File: config.mk
export PLATFORM = sky130hd
export DESIGN_NAME = smart_card_atr_parser_unit
export DESIGN_NICKNAME = d
export VERILOG_FILES = /design/src/atrp_pkg.sv /design/src/smart_card_atr_parser_unit.sv
export SDC_FILE = /design/constraint.sdc
export NUM_CORES = 1
export LEC_CHECK = 0
export BUFFER_PORTS_ARGS = -buffer_cell sky130_fd_sc_hd__buf_2
export CAP_MARGIN = 0
export CORE_ASPECT_RATIO = 1.25
export CORE_MARGIN = 5
export CORE_UTILIZATION = 52
export CTS_CLUSTER_SIZE = 12
export DETAILED_ROUTE_END_ITERATION = 16
export PLACE_DENSITY_LB_ADDON = 0.2
export SLEW_MARGIN = 25
export SYNTH_ARGS = -nofsm -noshare
export SYNTH_HDL_FRONTEND = slang
export SYNTH_SLANG_ARGS = --single-unit
File: constraint.sdc
create_clock -name clock -period 3.9 [get_ports clock]
set_clock_uncertainty 0.1 [all_clocks]
set_input_delay 1.17 -clock clock [delete_from_list [all_inputs] [get_ports clock]]
set_output_delay 1.17 -clock clock [all_outputs]
set_load 0.03 [all_outputs]
File: src/atrp_pkg.sv
`timescale 1ns / 1ps
// ----------------------------------------------------------------------------
// atrp_pkg
// types, codes and defaults of the answer-to-reset parser
// ----------------------------------------------------------------------------
package atrp_pkg;

   // initial byte values
   localparam logic [7:0] TS_DIRECT  = 8'h3B;
   localparam logic [7:0] TS_INVERSE = 8'h3F;

   // defaults when an interface byte is absent
   localparam logic [8:0] FI_DEFAULT = 9'd372;
   localparam logic [3:0] DI_DEFAULT = 4'd1;
   localparam logic [5:0] II_DEFAULT = 6'd50;
   localparam logic [3:0] PI_DEFAULT = 4'd5;
   localparam logic [7:0] WI_DEFAULT = 8'd10;

   // indicator bits of one interface level
   localparam logic [3:0] IND_A = 4'b0001;
   localparam logic [3:0] IND_B = 4'b0010;
   localparam logic [3:0] IND_C = 4'b0100;
   localparam logic [3:0] IND_D = 4'b1000;

   // result outcome codes
   localparam logic [1:0] OUT_HIST   = 2'd0;
   localparam logic [1:0] OUT_DONE   = 2'd1;
   localparam logic [1:0] OUT_BAD_TS = 2'd2;
   localparam logic [1:0] OUT_TRUNC  = 2'd3;

   // parse phase
   typedef enum logic [5:0] {
      PH_TS   = 6'b000001,
      PH_T0   = 6'b000010,
      PH_LV1  = 6'b000100,
      PH_LV2  = 6'b001000,
      PH_HIST = 6'b010000,
      PH_SKIP = 6'b100000
   } atrp_phase_type;

   // input beat
   typedef struct packed {
      logic [7:0] atr_byte;
      logic       last_byte;
   } atrp_req_type;

   // result beat
   typedef struct packed {
      logic [1:0] outcome;
      logic       hist_valid;
      logic [7:0] hist_byte;
      logic       direct_conv;
      logic [8:0] fi_code;
      logic [3:0] di_code;
      logic [5:0] ii_code;
      logic [3:0] pi_code;
      logic [7:0] extra_guard;
      logic [3:0] protocol_t;
      logic [7:0] waiting_int;
      logic [4:0] atr_length;
   } atrp_rsp_type;

   // lowest pending indicator, d when nothing lower is set
   function automatic logic [3:0] lowest_ind(input logic [3:0] mask);
      logic [3:0] sel;
      if (mask[0]) begin
         sel = IND_A;
      end else if (mask[1]) begin
         sel = IND_B;
      end else if (mask[2]) begin
         sel = IND_C;
      end else begin
         sel = IND_D;
      end
      return sel;
   endfunction

endpackage

File: src/smart_card_atr_parser_unit.sv
`timescale 1ns / 1ps
// ----------------------------------------------------------------------------
// smart_card_atr_parser_unit
// answer-to-reset byte parser with a registered result beat
// ----------------------------------------------------------------------------
// Takes ATR bytes and returns at most one result beat per byte, in the cycle
// after the byte is accepted: historical bytes pass out one per beat, a bad
// TS or early last byte gives an error beat, and the byte that completes the
// parse gives the final beat with all interface parameters and the consumed
// length. Throughput is one byte per cycle while req_stall is low; the parse
// state and the result register are updated together on each accepted beat.
// req_stall is high only while rsp_stall holds a result beat in the register.
module smart_card_atr_parser_unit (
   input  logic                  clock,
   input  logic                  reset,
   input  logic                  req_valid,
   output logic                  req_stall,
   input  atrp_pkg::atrp_req_type req_data,
   output logic                  rsp_valid,
   input  logic                  rsp_stall,
   output atrp_pkg::atrp_rsp_type rsp_data
);
   import atrp_pkg::*;

   // parse state
   atrp_phase_type phase_ff, phase_in;
   logic [3:0] pend_ff, pend_in;
   logic [3:0] hist_left_ff, hist_left_in;
   logic [4:0] count_ff, count_in;
   logic       conv_ff, conv_in;
   logic [8:0] fi_ff, fi_in;
   logic [3:0] di_ff, di_in;
   logic [5:0] ii_ff, ii_in;
   logic [3:0] pi_ff, pi_in;
   logic [7:0] guard_ff, guard_in;
   logic [3:0] proto_ff, proto_in;
   logic [7:0] wi_ff, wi_in;

   // result register
   logic         rsp_valid_ff, rsp_valid_in;
   atrp_rsp_type rsp_data_ff, rsp_data_in;

   logic       fire;
   logic [7:0] b;
   logic       last;
   logic [3:0] ind;
   logic       hv;

   assign req_stall = rsp_valid_ff & rsp_stall;
   assign fire      = req_valid & ~req_stall;
   assign b         = req_data.atr_byte;
   assign last      = req_data.last_byte;
   assign ind       = lowest_ind(pend_ff);

   // next parse state and result for the beat at the input
   always_comb begin
      phase_in     = phase_ff;
      pend_in      = pend_ff;
      hist_left_in = hist_left_ff;
      count_in     = count_ff + 5'd1;
      conv_in      = conv_ff;
      fi_in        = fi_ff;
      di_in        = di_ff;
      ii_in        = ii_ff;
      pi_in        = pi_ff;
      guard_in     = guard_ff;
      proto_in     = proto_ff;
      wi_in        = wi_ff;
      hv           = 1'b0;
      rsp_valid_in = 1'b0;
      rsp_data_in  = '0;

      case (phase_ff)
         PH_SKIP: begin
            // trailing bytes, dropped until the buffer ends
            count_in = count_ff;
            if (last) begin
               phase_in = PH_TS;
            end
         end
         PH_TS: begin
            count_in     = 5'd1;
            pend_in      = 4'd0;
            hist_left_in = 4'd0;
            if (b == TS_DIRECT || b == TS_INVERSE) begin
               conv_in  = (b == TS_DIRECT);
               fi_in    = FI_DEFAULT;
               di_in    = DI_DEFAULT;
               ii_in    = II_DEFAULT;
               pi_in    = PI_DEFAULT;
               guard_in = 8'd0;
               proto_in = 4'd0;
               wi_in    = WI_DEFAULT;
               if (last) begin
                  rsp_valid_in        = 1'b1;
                  rsp_data_in.outcome = OUT_TRUNC;
                  phase_in            = PH_TS;
               end else begin
                  phase_in = PH_T0;
               end
            end else begin
               rsp_valid_in        = 1'b1;
               rsp_data_in.outcome = OUT_BAD_TS;
               phase_in            = last ? PH_TS : PH_SKIP;
            end
         end
         default: begin
            // format, interface and historical bytes
            case (phase_ff)
               PH_T0: begin
                  hist_left_in = b[3:0];
                  pend_in      = b[7:4];
                  phase_in     = PH_LV1;
               end
               PH_LV1: begin
                  pend_in = pend_ff & ~ind;
                  if (ind[0]) begin
                     fi_in = {5'd0, b[7:4]};
                     di_in = b[3:0];
                  end else if (ind[1]) begin
                     ii_in = {2'd0, b[7:4]};
                     pi_in = b[3:0];
                  end else if (ind[2]) begin
                     guard_in = b;
                  end else begin
                     proto_in = b[3:0];
                     pend_in  = b[7:4];
                     phase_in = PH_LV2;
                  end
               end
               PH_LV2: begin
                  pend_in = pend_ff & ~ind;
                  if (ind == IND_C) begin
                     wi_in = b;
                  end
               end
               default: begin
                  hist_left_in = hist_left_ff - 4'd1;
                  hv           = 1'b1;
               end
            endcase

            // fall through levels that have no bytes left
            if (phase_in == PH_LV1 && pend_in == 4'd0) begin
               phase_in = PH_LV2;
            end
            if (phase_in == PH_LV2 && pend_in == 4'd0) begin
               phase_in = PH_HIST;
            end

            if (phase_in == PH_HIST && hist_left_in == 4'd0) begin
               rsp_valid_in            = 1'b1;
               rsp_data_in.outcome     = OUT_DONE;
               rsp_data_in.hist_valid  = hv;
               rsp_data_in.hist_byte   = hv ? b : 8'd0;
               rsp_data_in.direct_conv = conv_in;
               rsp_data_in.fi_code     = fi_in;
               rsp_data_in.di_code     = di_in;
               rsp_data_in.ii_code     = ii_in;
               rsp_data_in.pi_code     = pi_in;
               rsp_data_in.extra_guard = guard_in;
               rsp_data_in.protocol_t  = proto_in;
               rsp_data_in.waiting_int = wi_in;
               rsp_data_in.atr_length  = count_in;
               phase_in                = last ? PH_TS : PH_SKIP;
            end else if (last) begin
               rsp_valid_in        = 1'b1;
               rsp_data_in.outcome = OUT_TRUNC;
               phase_in            = PH_TS;
            end else if (hv) begin
               rsp_valid_in           = 1'b1;
               rsp_data_in.outcome    = OUT_HIST;
               rsp_data_in.hist_valid = 1'b1;
               rsp_data_in.hist_byte  = b;
            end
         end
      endcase
   end

   // parse state and result valid
   always_ff @(posedge clock) begin
      if (reset) begin
         phase_ff     <= PH_TS;
         pend_ff      <= 4'd0;
         hist_left_ff <= 4'd0;
         count_ff     <= 5'd0;
         conv_ff      <= 1'b0;
         fi_ff        <= 9'd0;
         di_ff        <= 4'd0;
         ii_ff        <= 6'd0;
         pi_ff        <= 4'd0;
         guard_ff     <= 8'd0;
         proto_ff     <= 4'd0;
         wi_ff        <= 8'd0;
         rsp_valid_ff <= 1'b0;
      end else begin
         if (fire) begin
            phase_ff     <= phase_in;
            pend_ff      <= pend_in;
            hist_left_ff <= hist_left_in;
            count_ff     <= count_in;
            conv_ff      <= conv_in;
            fi_ff        <= fi_in;
            di_ff        <= di_in;
            ii_ff        <= ii_in;
            pi_ff        <= pi_in;
            guard_ff     <= guard_in;
            proto_ff     <= proto_in;
            wi_ff        <= wi_in;
            rsp_valid_ff <= rsp_valid_in;
         end else if (!rsp_stall) begin
            rsp_valid_ff <= 1'b0;
         end
      end
   end

   // result payload
   always_ff @(posedge clock) begin
      if (fire) begin
         rsp_data_ff <= rsp_data_in;
      end
   end

   assign rsp_valid = rsp_valid_ff;
   assign rsp_data  = rsp_data_ff;

endmodule

* Word level (Yosys, flattened, before mapping)
Cells that the tools add are included.
Word-level totals: bits in registers 124, input port bits 13, output and inout port bits 62
Operators by class: add/subtract/negate cells 2, equality and inequality tests 14, muxes and demuxes 81, bitwise logic cells 7, reduce and logical (&&, ||, !) cells 14
Operators with widths (count):
- 6-bit two-way mux | 17
- 4-bit two-way mux | 20
- 8-bit two-way mux | 9
- 4-bit case mux with 2 select lines | 6
- 9-bit two-way mux | 5
- 6-bit case mux with 2 select lines | 3
- 8-bit case mux with 2 select lines | 2
- 9-bit case mux with 2 select lines | 1
- 8-bit by 6-bit == test with 1-bit output (second input constant) | 2
- 6-bit by 3-bit == test with 1-bit output (second input constant) | 2
- 6-bit by 4-bit == test with 1-bit output (second input constant) | 2
- 4-bit case mux with 3 select lines | 1
- 11-bit two-way mux | 1
- 5-bit case mux with 2 select lines | 1
- 1-bit two-way mux | 9
- 4-bit logical NOT | 2
- 2-bit two-way mux | 4
- 6-bit by 1-bit == test with 1-bit output (second input constant) | 1
- 6-bit by 2-bit == test with 1-bit output (second input constant) | 1
- 6-bit by 5-bit == test with 1-bit output (second input constant) | 1
- 6-bit == test (second input constant) | 1
- 3-bit AND reduction | 2
- 3-bit OR reduction | 2
- 5-bit by 1-bit adder with 5-bit output (second input constant) | 1
- other kinds (14) | 22

* Depth between registers and ports, before layout
word-level depth 23, depth in mapped cells 11

* Worst setup path before layout
No wires, ideal clock.
path kind input to register, start point input rsp_stall, end point register proto_ff[1], setup time 0.128 ns, data arrival time 3.955 ns, data required time 3.672 ns, slack -0.283 ns, stages on the path 8, buffers on the path 1, cells stage by stage nand2_1 -> nand2_1 -> clkinv_1 -> nand3_1 -> clkbuf_1 -> nor2_1 -> a22oi_1 -> nor2_1
Between the ends: word-level cells in the longest chain between the ends 4
Ends and longest elaborated chain:
- start, declared | RTL line smart_card_atr_parser_unit.sv:20 | input logic rsp_stall,
- 1-bit AND | RTL line smart_card_atr_parser_unit.sv:49 | assign req_stall = rsp_valid_ff & rsp_stall;
- 1-bit NOT | RTL line smart_card_atr_parser_unit.sv:50 | assign fire = req_valid & ~req_stall;
- 1-bit AND | RTL line smart_card_atr_parser_unit.sv:50
- named net fire | RTL line smart_card_atr_parser_unit.sv:43 | logic fire;
- 3-bit AND reduction (no source line)
- end signal, assigned | RTL line smart_card_atr_parser_unit.sv:208 | proto_ff <= proto_in;
- end, declared | RTL line smart_card_atr_parser_unit.sv:36 | logic [3:0] proto_ff, proto_in;
The timed path passes the listed nets, and every way through them passes these cells. A chain may end at the register's enable or synchronous reset.

* Worst setup path after layout
start point register phase_ff[4], end point register rsp_data_ff (netlist bit rsp_data[54]) (data pin)
Between the ends: word-level cells in the longest chain between the ends 16, elaborated cells between the ends (all ways) 35
Ends and longest elaborated chain:
- start, declared | RTL line smart_card_atr_parser_unit.sv:26 | atrp_phase_type phase_ff, phase_in;
- start signal, assigned | RTL line smart_card_atr_parser_unit.sv:198 | phase_ff <= phase_in;
- 6-bit two-way mux | RTL line smart_card_atr_parser_unit.sv:123 | end else if (ind[2]) begin
- 6-bit two-way mux | RTL line smart_card_atr_parser_unit.sv:120 | end else if (ind[1]) begin
- 6-bit two-way mux | RTL line smart_card_atr_parser_unit.sv:117 | if (ind[0]) begin
- 6-bit case mux with 2 select lines | RTL line smart_card_atr_parser_unit.sv:109 | case (phase_ff)
- 6-bit two-way mux | RTL line smart_card_atr_parser_unit.sv:73 | case (phase_ff)
- 6-bit by 3-bit == test with 1-bit output | RTL line smart_card_atr_parser_unit.sv:144 | if (phase_in == PH_LV1 && pend_in == 4'd0) begin
- 1-bit logical AND | RTL line smart_card_atr_parser_unit.sv:144
- 6-bit two-way mux | RTL line smart_card_atr_parser_unit.sv:144
- 6-bit two-way mux | RTL line smart_card_atr_parser_unit.sv:73
- 6-bit by 4-bit == test with 1-bit output | RTL line smart_card_atr_parser_unit.sv:147 | if (phase_in == PH_LV2 && pend_in == 4'd0) begin
- 1-bit logical AND | RTL line smart_card_atr_parser_unit.sv:147
- 6-bit two-way mux | RTL line smart_card_atr_parser_unit.sv:147
- 6-bit two-way mux | RTL line smart_card_atr_parser_unit.sv:73
- 6-bit by 5-bit == test with 1-bit output | RTL line smart_card_atr_parser_unit.sv:151 | if (phase_in == PH_HIST && hist_left_in == 4'd0) begin
- 1-bit logical AND | RTL line smart_card_atr_parser_unit.sv:151
- 11-bit two-way mux | RTL line smart_card_atr_parser_unit.sv:151
- end signal, assigned | RTL line smart_card_atr_parser_unit.sv:220 | rsp_data_ff <= rsp_data_in;
- end, declared | RTL line smart_card_atr_parser_unit.sv:41 | atrp_rsp_type rsp_data_ff, rsp_data_in;
Parallel ways exist; a longest one is shown, timed or not. The select of a mux whose other input is x is not followed.

==> flow_metrics.py <==
metrics = {
    "routing": {
        "drtIter0Drc": 341,
        "drc": 0,
        "drt_first_pass_iters": 5,
        "wl_per_cell_um": 17.7,
        "detail_route.vias_per_cell": 5.83,
        "via_count": 4522,
        "wirelength_um": 13700,
        "ant_nets": 0,
    },
    "placement": {
        "dp_hpwl_um": 9270,
        "placed_area_um2": 6040,
        "place_inst": 743,
        "globalplace.congestion": 0.942,
        "place.port_buffers": 74,
    },
    "clock_network": {
        "cts_resized": 0,
        "cts_buffers": 17,
        "clock_latency_ns": 0.41,
        "cts.sinks": 124,
        "clkTransAtPathRegs_ns": 0.06,
        "ctsHoldBuffers": 0,
        "htreeDepth": 4,
        "cts_tree": "built",
        "root_buffer": "clkbuf_16",
        "cts_buffer_depth": 2,
        "cts_setup_buffers": 0,
    },
    "synth": {
        "synth_area_per_cell_um2": 9.89,
        "yosysWarnings": 0,
        "ys_ff_latch": 124,
        "synthArstFlopShare": 0,
        "postSynthCellCount": 561,
        "synth_flop_cell": "dfxtp_1",
        "synth-edff-count": 60,
        "mappedNetlistNets": 576,
        "synth_cell_type_count": 58,
        "syn-cell-area_um2": 5550,
        "yosysSeqAreaShare": 0.556,
    },
    "die": {
        "dieArea_um2": 12900,
        "pin_count": 75,
        "fp.dieH_um": 125,
        "die_w_um": 102,
        "core_um2": 10500,
        "start_util": 0.528,
        "rows": 42,
    },
    "cells_and_area": {
        "finalNetCount": 645,
        "layout_commonest_cell": "nor2_1",
        "instances_no_fill": 775,
        "mostFrequentLayoutCells": "109 x nor2_1, 74 x buf_2, 64 x dfxtp_1, 60 x edfxtp_1, 47 x nand2_1",
        "layout-drive-gt1-share": 0.224,
        "areaGrowthSynthToFinish_pct": 20.3,
        "ff_latch_area_um2": 3080,
        "multi_input_area_um2": 2220,
        "stdcell_area_um2": 6670,
        "nFillCells": 857,
        "diodes": 0,
    },
    "critical_path": {
        "cp.arrival_ns": 3.80,
        "required_ns": 4.07,
        "r2r-start": "phase_ff[4]",
        "r2r_setup_slack_ns": 0.27,
        "worst_path_max_delay_cell": "nor4_2",
        "rr_worst_depth": 8,
        "worstReg2RegEnd": "rsp_data[54]",
        "path_max_fanout": 42,
        "critPathKind": "flop to flop",
        "critPathMostFrequentCell": "or3_1",
        "cp-start-kind": "flop",
        "crit_chain": "nor4_2 > a22o_1 > o221ai_2 > or3_1 > or3_1 > or2_2 > buf_12 > a21oi_2",
        "critPathMaxStageDelay_ns": 0.78,
        "cp-end-kind": "flop",
    },
    "global_routing": {
        "grt_pass1_wl_um": 22100,
        "antenna_found_initial": 0,
        "grt_max_degree": 45,
        "overflow": 0,
        "grt_usage": 0.224,
        "grt_pass1_vias": 4407,
    },
    "sta": {
        "worst_pin_slew_ns": 0.816,
        "max_clock_freq_mhz": 275,
        "max_slew_margin": 0.451,
        "post-route-min-period_ns": 3.63,
        "final_max_slew_viol_count": 0,
        "finalSetupViolations": 0,
        "post-route-period-util": 0.932,
        "hold_violations": 0,
        "setup_tns_ns": 0,
        "worst_hold_slack_ns": 0.358,
        "grt_setup_unrepaired": "false",
    },
    "power_and_ir_drop": {
        "p_leak_nw": 2.56,
        "fin_total_pwr_w": 0.00343,
        "ir_drop_v": 0.000313,
        "p_per_area_nw_per_um2": 514,
    },
    "run_status": {
        "status": "completed",
    },
    "min_path": {
        "min_from": "fi_ff[5]",
        "holdPathStages": 2,
        "whs_endpoint": "fi_ff[5]",
        "hold_path_class": "flop to flop",
    },
    "job": {
        "maxCapViolCount": 0,
    },
}
[flip-flops by register name, summed over array words and instances, names as in the netlist]
| name | cells |
|---|---|
| guard_ff | 8 |
| pi_ff | 4 |
| wi_ff | 8 |
| rsp_data | 60 |
| count_ff | 5 |
| di_ff | 4 |
| hist_left_ff | 4 |
| ii_ff | 6 |
| rsp_valid | 1 |
| phase_ff | 6 |
| fi_ff | 9 |
| conv_ff | 1 |
| proto_ff | 4 |
| pend_ff | 4 |
[how the worst max path moves through the flow]
stage,endpoint,slack [ns],startpoint
final,rsp_data[54],0.27,phase_ff[4]
after floorplan,proto_ff[1],0.56,rsp_stall
after global placement,rsp_data[57],0.41,phase_ff[0]
after detailed placement,rsp_data[29],0.28,phase_ff[4]
after CTS,rsp_data[29],0.26,phase_ff[4]
after global routing,rsp_data[29],0.04,phase_ff[0]
[cell type report]
cell class | instances | share of cell area
Sequential cell | 124 | 0.462
Multi-Input combinational cell | 381 | 0.333
Timing Repair Buffer | 92 | 0.0776
Clock buffer | 18 | 0.0658
Clock inverter | 14 | 0.0289
Tap cell | 132 | 0.0247
Inverter | 14 | 0.00806
[cell usage after synthesis (all sizes together), types with 10 or more instances]
master | number | area share
nand2 | 47 | 0.032
clkbuf | 29 | 0.020
o21ai | 19 | 0.017
a22oi | 40 | 0.055
buf | 13 | 0.016
a21oi | 44 | 0.045
dfxtp | 64 | 0.23
inv | 13 | 0.0088
and3 | 10 | 0.011
edfxtp | 60 | 0.32
nand3 | 11 | 0.0099
mux2i | 20 | 0.036
nor2 | 109 | 0.074
nor3 | 10 | 0.011
[logic make-up after synthesis]
kind of cell / after synthesis / share of synthesized area
flops: 124 / 0.556
mux: 20 / 0.0361
buf+inv: 56 / 0.0451
xor+xnor: 5 / 0.00925
compound gates: 130 / 0.161
fa+ha+maj: 2 / 0.00451
simple gates: 224 / 0.189
[through the flow]
stage / util / worst slack (ns)
2_1_floorplan: - / 0.564
3_3_place_gp: 0.575 / 0.411
3_5_place_dp: 0.575 / 0.276
4_1_cts: 0.635 / 0.261
5_1_grt: 0.635 / 0.0362
6_report: 0.635 / 0.267
[report_power, final]
part           internal [W]  total (W)  switching, W
registers           0.00142    0.00145     0.0000271
clock network       0.00109    0.00166      0.000576
logic             0.0000893   0.000318      0.000228
[critical path: cells and delay by family (launching register included)]
family	cells	cell delay [ns]
buf+inv	1	0.23
compound gates	3	0.76
flops	1	0.41
simple gates	4	1.97
[per-layer routing]
metal,vias up,wire [um],GRT usage
met2,195,6880,0.366
met3,24,1140,0.0685
met4,0,271,0.0826
met5,-,0,0
li1,2158,-,-
met1,2145,5410,0.276
Power figures use the tool's default switching activity.
